===== src/rtl/i2cmbs_pkg.sv =====
// ----------------------------------------------------------------------------
// i2cmbs_pkg
// shared command codes, step command and status types for the i2c master
// bit sequencer
// ----------------------------------------------------------------------------
package i2cmbs_pkg;

    localparam int unsigned BYTE_BITS = 8;

    // bus command codes
    localparam logic [2:0] OP_START = 3'd0;
    localparam logic [2:0] OP_STOP  = 3'd1;
    localparam logic [2:0] OP_SEND  = 3'd2;
    localparam logic [2:0] OP_RECV  = 3'd3;
    localparam logic [2:0] OP_ACK   = 3'd4;
    localparam logic [2:0] OP_NACK  = 3'd5;

    // hold times in microseconds
    localparam logic [2:0] HOLD_0 = 3'd0;
    localparam logic [2:0] HOLD_1 = 3'd1;
    localparam logic [2:0] HOLD_4 = 3'd4;
    localparam logic [2:0] HOLD_5 = 3'd5;

    // step counter covers the longest run (send byte, 26 steps)
    localparam int unsigned CNT_W = 5;
    localparam logic [CNT_W-1:0] SEND_LAST = CNT_W'(3 * BYTE_BITS + 1);
    localparam logic [CNT_W-1:0] SEND_TAIL = CNT_W'(3 * BYTE_BITS);
    localparam logic [CNT_W-1:0] RECV_LAST = CNT_W'(2 * BYTE_BITS + 1);

    // sda source select
    localparam logic [1:0] SDA_HELD = 2'd0;
    localparam logic [1:0] SDA_ONE  = 2'd1;
    localparam logic [1:0] SDA_ZERO = 2'd2;
    localparam logic [1:0] SDA_TX   = 2'd3;

    typedef struct packed {
        logic       load;     // capture request payload
        logic       go;       // emit one step into the output register
        logic       scl;
        logic [1:0] sda_sel;
        logic [2:0] hold;
        logic       last;
        logic       rx_out;   // show received byte on this step
        logic       ack_out;  // show ack level on this step
        logic       shift;    // advance transmit shifter after this step
    } step_cmd_t;

    typedef struct packed {
        logic out_free;       // output register can take a step this cycle
    } dp_status_t;

endpackage


===== src/rtl/i2cmbs_ctrl.sv =====
// ----------------------------------------------------------------------------
// i2cmbs_ctrl
// command state machine: walks the step run of one bus command
// ----------------------------------------------------------------------------
module i2cmbs_ctrl (
    input  logic                   aclk,
    input  logic                   aresetn,
    input  logic                   s_valid,
    output logic                   s_ready,
    input  logic [2:0]             s_op,
    input  i2cmbs_pkg::dp_status_t sts,
    output i2cmbs_pkg::step_cmd_t  cmd
);

    localparam logic ST_IDLE = 1'b0;
    localparam logic ST_RUN  = 1'b1;

    logic                         state_reg, state_next;
    logic [2:0]                   op_reg, op_next;
    logic [i2cmbs_pkg::CNT_W-1:0] cnt_reg, cnt_next;
    logic [1:0]                   phase_reg, phase_next;
    logic                         accept;

    assign s_ready = (state_reg == ST_IDLE);
    assign accept  = s_valid && s_ready;

    // step decode
    always_comb begin
        cmd         = '0;
        cmd.load    = accept;
        cmd.go      = (state_reg == ST_RUN) && sts.out_free;
        cmd.sda_sel = i2cmbs_pkg::SDA_ONE;
        cmd.hold    = i2cmbs_pkg::HOLD_4;
        unique case (op_reg)
            i2cmbs_pkg::OP_START: begin
                if (cnt_reg == '0) begin
                    cmd.scl  = 1'b1;
                    cmd.hold = i2cmbs_pkg::HOLD_5;
                end else if (cnt_reg == 5'd1) begin
                    cmd.scl     = 1'b1;
                    cmd.sda_sel = i2cmbs_pkg::SDA_ZERO;
                end else begin
                    cmd.sda_sel = i2cmbs_pkg::SDA_ZERO;
                    cmd.hold    = i2cmbs_pkg::HOLD_0;
                    cmd.last    = 1'b1;
                end
            end
            i2cmbs_pkg::OP_STOP: begin
                if (cnt_reg == '0) begin
                    cmd.sda_sel = i2cmbs_pkg::SDA_ZERO;
                end else if (cnt_reg == 5'd1) begin
                    cmd.scl     = 1'b1;
                    cmd.sda_sel = i2cmbs_pkg::SDA_ZERO;
                end else begin
                    cmd.scl  = 1'b1;
                    cmd.hold = i2cmbs_pkg::HOLD_5;
                    cmd.last = 1'b1;
                end
            end
            i2cmbs_pkg::OP_SEND: begin
                if (cnt_reg == i2cmbs_pkg::SEND_LAST) begin
                    cmd.last = 1'b1;
                end else if (cnt_reg == i2cmbs_pkg::SEND_TAIL) begin
                    cmd.sda_sel = i2cmbs_pkg::SDA_HELD;
                end else if (phase_reg == 2'd0) begin
                    cmd.sda_sel = i2cmbs_pkg::SDA_HELD;
                end else if (phase_reg == 2'd1) begin
                    cmd.sda_sel = i2cmbs_pkg::SDA_TX;
                end else begin
                    cmd.scl     = 1'b1;
                    cmd.sda_sel = i2cmbs_pkg::SDA_TX;
                    cmd.shift   = 1'b1;
                end
            end
            i2cmbs_pkg::OP_RECV: begin
                if (cnt_reg == i2cmbs_pkg::RECV_LAST) begin
                    cmd.last   = 1'b1;
                    cmd.rx_out = 1'b1;
                end else if (cnt_reg == '0) begin
                    cmd.sda_sel = i2cmbs_pkg::SDA_HELD;
                end else begin
                    cmd.scl = cnt_reg[0];
                end
            end
            i2cmbs_pkg::OP_ACK: begin
                if (cnt_reg == '0) begin
                    cmd.scl  = 1'b1;
                    cmd.hold = i2cmbs_pkg::HOLD_0;
                end else begin
                    cmd.hold    = i2cmbs_pkg::HOLD_1;
                    cmd.last    = 1'b1;
                    cmd.ack_out = 1'b1;
                end
            end
            default: begin
                if (cnt_reg == '0) begin
                    cmd.scl = 1'b1;
                end else begin
                    cmd.sda_sel = i2cmbs_pkg::SDA_ZERO;
                    cmd.hold    = i2cmbs_pkg::HOLD_0;
                    cmd.last    = 1'b1;
                end
            end
        endcase
    end

    always_comb begin
        state_next = state_reg;
        op_next    = op_reg;
        cnt_next   = cnt_reg;
        phase_next = phase_reg;
        unique case (state_reg)
            ST_IDLE: begin
                if (accept && (s_op <= i2cmbs_pkg::OP_NACK)) begin
                    state_next = ST_RUN;
                    op_next    = s_op;
                    cnt_next   = '0;
                    phase_next = '0;
                end
            end
            default: begin
                if (cmd.go) begin
                    cnt_next   = cnt_reg + 1'b1;
                    phase_next = (phase_reg == 2'd2) ? 2'd0 : phase_reg + 1'b1;
                    if (cmd.last) begin
                        state_next = ST_IDLE;
                    end
                end
            end
        endcase
    end

    always_ff @(posedge aclk) begin
        if (!aresetn) begin
            state_reg <= ST_IDLE;
            op_reg    <= i2cmbs_pkg::OP_START;
            cnt_reg   <= '0;
            phase_reg <= '0;
        end else begin
            state_reg <= state_next;
            op_reg    <= op_next;
            cnt_reg   <= cnt_next;
            phase_reg <= phase_next;
        end
    end

endmodule


===== src/rtl/i2cmbs_dpath.sv =====
// ----------------------------------------------------------------------------
// i2cmbs_dpath
// payload capture, transmit shifter, held sda level and step output register
// ----------------------------------------------------------------------------
module i2cmbs_dpath (
    input  logic                   aclk,
    input  logic                   aresetn,
    input  logic [7:0]             s_wr_data,
    input  logic [7:0]             s_line_sample,
    input  i2cmbs_pkg::step_cmd_t  cmd,
    output i2cmbs_pkg::dp_status_t sts,
    output logic                   m_valid,
    input  logic                   m_ready,
    output logic                   m_scl_level,
    output logic                   m_sda_level,
    output logic [2:0]             m_hold_us,
    output logic [7:0]             m_rx_byte,
    output logic                   m_ack_missing,
    output logic                   m_last
);

    logic [7:0] tx_reg;
    logic [7:0] rx_reg;
    logic       sda_held_reg;
    logic       m_valid_reg, m_valid_next;
    logic       scl_out_reg;
    logic       sda_out_reg;
    logic [2:0] hold_out_reg;
    logic [7:0] rx_out_reg;
    logic       ack_out_reg;
    logic       last_out_reg;
    logic       sda_step;

    assign sts.out_free = !m_valid_reg || m_ready;

    always_comb begin
        case (cmd.sda_sel)
            i2cmbs_pkg::SDA_HELD: sda_step = sda_held_reg;
            i2cmbs_pkg::SDA_ZERO: sda_step = 1'b0;
            i2cmbs_pkg::SDA_TX:   sda_step = tx_reg[7];
            default:              sda_step = 1'b1;
        endcase
    end

    assign m_valid_next = cmd.go ? 1'b1 : (m_ready ? 1'b0 : m_valid_reg);

    always_ff @(posedge aclk) begin
        if (!aresetn) begin
            m_valid_reg  <= 1'b0;
            sda_held_reg <= 1'b1;
        end else begin
            m_valid_reg <= m_valid_next;
            if (cmd.go) begin
                sda_held_reg <= sda_step;
            end
        end
    end

    always_ff @(posedge aclk) begin
        if (cmd.load) begin
            tx_reg <= s_wr_data;
            rx_reg <= s_line_sample;
        end else if (cmd.go && cmd.shift) begin
            tx_reg <= {tx_reg[6:0], 1'b0};
        end
        if (cmd.go) begin
            scl_out_reg  <= cmd.scl;
            sda_out_reg  <= sda_step;
            hold_out_reg <= cmd.hold;
            rx_out_reg   <= cmd.rx_out ? rx_reg : 8'd0;
            ack_out_reg  <= cmd.ack_out & rx_reg[0];
            last_out_reg <= cmd.last;
        end
    end

    assign m_valid       = m_valid_reg;
    assign m_scl_level   = scl_out_reg;
    assign m_sda_level   = sda_out_reg;
    assign m_hold_us     = hold_out_reg;
    assign m_rx_byte     = rx_out_reg;
    assign m_ack_missing = ack_out_reg;
    assign m_last        = last_out_reg;

endmodule


===== src/rtl/i2c_master_bit_sequencer_top.sv =====
// ----------------------------------------------------------------------------
// i2c_master_bit_sequencer_top
// byte-level i2c master: turns one bus command into a run of pin steps
// ----------------------------------------------------------------------------
//  channel  | direction | fields
//  ---------+-----------+--------------------------------------------------
//  s_       | in        | op, wr_data, line_sample
//  m_       | out       | scl_level, sda_level, hold_us, rx_byte,
//           |           | ack_missing, last
//
//  one request at a time: s_ready is high only while no run is in progress
//  a run emits one step per cycle while the output register drains; the
//  step counter in the controller sets the run length (3, 2, 18 or 26 steps)
//  m_ready low stalls the run; the next request is taken while the final
//  step still waits in the output register
//  unused op codes are taken and give no steps
//  reset (aresetn low, synchronous) empties the output and idles the bus
// ----------------------------------------------------------------------------
module i2c_master_bit_sequencer_top (
    input  logic       aclk,
    input  logic       aresetn,
    // request channel
    input  logic       s_valid,
    output logic       s_ready,
    input  logic [2:0] s_op,
    input  logic [7:0] s_wr_data,
    input  logic [7:0] s_line_sample,
    // step channel
    output logic       m_valid,
    input  logic       m_ready,
    output logic       m_scl_level,
    output logic       m_sda_level,
    output logic [2:0] m_hold_us,
    output logic [7:0] m_rx_byte,
    output logic       m_ack_missing,
    output logic       m_last
);

    // step command from the state machine, status back from the datapath
    i2cmbs_pkg::step_cmd_t  cmd;
    i2cmbs_pkg::dp_status_t sts;

    // controller: decodes the command into per-step pin levels and timing
    i2cmbs_ctrl u_ctrl (
        .aclk    (aclk),
        .aresetn (aresetn),
        .s_valid (s_valid),
        .s_ready (s_ready),
        .s_op    (s_op),
        .sts     (sts),
        .cmd     (cmd)
    );

    // datapath: shifts data, tracks held sda and registers each step
    i2cmbs_dpath u_dpath (
        .aclk          (aclk),
        .aresetn       (aresetn),
        .s_wr_data     (s_wr_data),
        .s_line_sample (s_line_sample),
        .cmd           (cmd),
        .sts           (sts),
        .m_valid       (m_valid),
        .m_ready       (m_ready),
        .m_scl_level   (m_scl_level),
        .m_sda_level   (m_sda_level),
        .m_hold_us     (m_hold_us),
        .m_rx_byte     (m_rx_byte),
        .m_ack_missing (m_ack_missing),
        .m_last        (m_last)
    );

endmodule

===== config.mk =====
export PLATFORM = sky130hd
export DESIGN_NAME = i2c_master_bit_sequencer_top
export DESIGN_NICKNAME = d
export VERILOG_FILES = /design/src/rtl/i2cmbs_pkg.sv /design/src/rtl/i2cmbs_ctrl.sv /design/src/rtl/i2cmbs_dpath.sv /design/src/rtl/i2c_master_bit_sequencer_top.sv
export SDC_FILE = /design/constraint.sdc
export NUM_CORES = 1
export LEC_CHECK = 0
export BUFFER_PORTS_ARGS = -buffer_cell sky130_fd_sc_hd__buf_2
export CORE_MARGIN = 5
export CORE_UTILIZATION = 54
export DETAILED_ROUTE_END_ITERATION = 10
export PLACE_DENSITY_LB_ADDON = 0.15
export SLEW_MARGIN = 20
export SYNTH_ARGS = -nofsm -noshare
export SYNTH_HDL_FRONTEND = slang
export SYNTH_SLANG_ARGS = --single-unit

===== constraint.sdc =====
create_clock -name aclk -period 2.29 [get_ports aclk]
set_input_delay 0.1145 -clock aclk [delete_from_list [all_inputs] [get_ports aclk]]
set_output_delay 0.1145 -clock aclk [all_outputs]
set_load 0.005 [all_outputs]

==> flow_summary.json <==
{
  "fp.dieW_microns": 70.9,
  "final_cell_area_sq_um": 2400,
  "antenna_cells": 0,
  "critPathMaxStageDelay_ns": 0.52,
  "yosysSeqAreaShare": 0.579,
  "finalSetupViolations": 0,
  "timing.rr.start": "u_ctrl.cnt_reg[0]$_SDFFE_PN0P_",
  "syn-num-nets": 214,
  "relSlewSlack": 0.559,
  "cts_root_buf": "clkbuf_8",
  "rows": 22,
  "synth-seq-cells": 43,
  "min_from": "s_op[0]",
  "grt_pass1_vias": 1491,
  "pwr-share-comb": 0.151,
  "drt_iter0_drc": 183,
  "skew_ns": 0.00353,
  "placed_area_sq_um": 2240,
  "synth-edff-count": 30,
  "crit_fanout": 7,
  "grt_use_total": 0.181,
  "synthToLayoutAreaGrowth_pct": 19.9,
  "dp_hpwl_mm": 2.84,
  "grt_max_degree": 19,
  "whs_path_depth": 3,
  "slowest_stage": "or4b_4",
  "antenna_found_initial": 0,
  "seq_power_share": 0.567,
  "min_path_type": "in -> reg",
  "synth.avg_cell_area_sq_um": 10.7,
  "power_switching_mw": 0.427,
  "worstSetupPathDepth": 7,
  "power_mw": 1.65,
  "worstSetupStartpointType": "register",
  "die_h_microns": 70.9,
  "ir_worst_vdd_v": 0.000403,
  "io_pins": 40,
  "arrival_ns": 2.03,
  "cts_setup_buffers": 0,
  "endpoint_kind": "register",
  "grt_pass1_wl_mm": 7.12,
  "synthFlopType": "edfxtp_1",
  "layout.nets": 262,
  "clock_sinks": 43,
  "worstMarginPinSlew_ns": 0.660,
  "dr_total_vias": 1547,
  "status": "finished, final reports clean",
  "initial_core_util": 0.552,
  "p_leak_nw": 0.980,
  "clkLatencyLatePin_ns": 0.29,
  "fp.coreArea_sq_um": 3630,
  "routedWlPerCell_microns": 14.8,
  "fmax_ghz": 0.501,
  "worstPathCellList": "inv_1 -> ha_1 -> or4b_4 -> nand2b_2 -> nand4_2 -> o21ai_0 -> nand2_1",
  "cts-buffers-inserted": 5,
  "pwr-share-clk": 0.282,
  "gp_congestion": 0.850,
  "die_area_sq_um": 5030,
  "crit_buf_inv": 1,
  "routed_via_density": 5.43,
  "firstDrtPassIters": 4,
  "ant_nets": 0,
  "htree_levels": 2,
  "whs_endpoint": "u_ctrl.op_reg[0]$_SDFFE_PN0P_",
  "clk_pin_slew_ns": 0.08,
  "synth.distinct_cells": 44,
  "cp.required_ns": 2.32,
  "synth_area_sq_um": 2000,
  "rr_endpoint": "u_dpath.m_sda_level$_DFFE_PP_",
  "sw_frac_of_total": 0.258,
  "reg2reg_depth": 7,
  "cts_buffer_depth": 2,
  "p_int_mw": 1.23,
  "drv_cap": 0,
  "async_flop_share": 0,
  "finalHoldWorstSlack_ns": 0.0739,
  "drc": 0,
  "period_minus_slack_ns": 1.99,
  "hold_viol": 0,
  "cellPowerDensity_nw_per_um2": 689,
  "drive_gt1_frac": 0.236,
  "ys_warn_count": 0,
  "tritoncts": "done",
  "drt-total-wl_mm": 4.21,
  "finalCritPeriodShare": 0.871,
  "io_buffers": 38,
  "slew_violations": 0,
  "grt_setup_unrepaired": "no",
  "setup_tns_ns": 0,
  "cpLargestDelayFamily": "simple AND/OR/NAND/NOR gates",
  "netlist_instances": 188,
  "crit_type": "reg -> reg",
  "reg2reg_slack_ns": 0.30,
  "grt_overflow_total": 0
}
repair_timing:
item / CTS / global route
hold buffers: 8 / 0
hold endpoints to repair: 8 / 0
resized for setup: 0 / 0
through the flow:
| step | std cells | util | setup slack (ns) |
|---|---|---|---|
| 2_1_floorplan | 188 | - | 0.267 |
| 3_3_place_gp | 269 | 0.616 | 0.376 |
| 3_5_place_dp | 269 | 0.616 | 0.325 |
| 4_1_cts | 285 | 0.661 | 0.312 |
| 5_1_grt | 285 | 0.661 | 0.167 |
| 6_report | 285 | 0.661 | 0.296 |
worst min-delay path: cells and delay by family:
| kind | cells | cell delay (ns) |
|---|---|---|
| buf+inv | 1 | 0.09 |
| compound gates | 1 | 0.07 |
| simple gates | 1 | 0.04 |
cell usage after synthesis, types with 2 or more instances:
cell | instances | area share
a21oi_1 | 5 | 0.012
nor2_1 | 11 | 0.021
o21a_1 | 3 | 0.011
o221a_2 | 3 | 0.017
nand2_1 | 37 | 0.069
nand2b_1 | 2 | 0.0062
nand3b_1 | 2 | 0.0075
buf_2 | 2 | 0.0050
or3_1 | 2 | 0.0062
and2_1 | 11 | 0.034
a21boi_0 | 3 | 0.011
nand3_1 | 4 | 0.010
nor4_1 | 2 | 0.0062
clkbuf_1 | 5 | 0.0094
edfxtp_1 | 30 | 0.45
nor2b_1 | 5 | 0.016
a22oi_1 | 2 | 0.0075
xor2_1 | 2 | 0.0087
inv_1 | 7 | 0.013
ha_1 | 3 | 0.019
dfxtp_1 | 13 | 0.13
o21ai_0 | 12 | 0.030
power by group through the flow:
stage | Sequential, mW | Combinational (mW) | Clock, mW
finish | 0.939 | 0.250 | 0.466
global route | 0.946 | 0.281 | 0.518
CTS | 0.938 | 0.249 | 0.468
detailed placement | 0.956 | 0.238 | 0
global placement | 0.954 | 0.233 | 0
floorplan | 0.944 | 0.156 | 0
per-layer routing:
| layer | vias up | wire length, microns | GRT usage |
|---|---|---|---|
| met2 | 58 | 2150 | 0.320 |
| li1 | 757 | - | - |
| met5 | - | 0 | 0 |
| met1 | 730 | 1780 | 0.219 |
| met3 | 2 | 260 | 0.0440 |
| met4 | 0 | 21 | 0.0543 |
worst max path at each step:
stage | startpoint | endpoint
after global placement | u_ctrl.cnt_reg[0]$_SDFFE_PN0P_ | u_dpath.m_sda_level$_DFFE_PP_
final | u_ctrl.cnt_reg[0]$_SDFFE_PN0P_ | u_dpath.m_sda_level$_DFFE_PP_
after global routing | u_ctrl.cnt_reg[0]$_SDFFE_PN0P_ | u_dpath.m_sda_level$_DFFE_PP_
after CTS | u_ctrl.cnt_reg[0]$_SDFFE_PN0P_ | u_dpath.m_sda_level$_DFFE_PP_
after detailed placement | u_ctrl.cnt_reg[0]$_SDFFE_PN0P_ | u_dpath.m_sda_level$_DFFE_PP_
after floorplan | u_ctrl.cnt_reg[0]$_SDFFE_PN0P_ | u_dpath.tx_reg[0]$_SDFFCE_PN0P_
placed cells by master, fill, tap and decap left out, drive strengths merged, types with 4 or more instances in the layout:
cell          n
a21oi         5
and2         11
buf          42
clkbuf        6
dfxtp        13
dlygate4sd3   8
edfxtp       30
inv           7
nand2        37
nand3         4
nor2         11
nor2b         5
o21ai        12
kinds of logic after synthesis:
kind of cell | count (synthesis) | synth area share
fa+ha+maj | 3 | 0.0187
mux | 1 | 0.00499
simple gates | 86 | 0.228
other cells | 1 | 0.00187
compound gates | 35 | 0.117
buf+inv | 16 | 0.0368
flops | 43 | 0.579
xor+xnor | 3 | 0.0131
cell type report:
| cell class | instances | area (sq um) |
|---|---|---|
| fillers | 306 | 1230 |
| flip-flops and latches | 43 | 1160 |
| multi-input cells | 129 | 769 |
| repair buffers | 50 | 300 |
| clock buffers | 6 | 72.6 |
| well taps | 48 | 60.1 |
| inverters | 7 | 26.3 |
| clock inverters | 2 | 12.5 |
(Power assumes the default switching activity.)
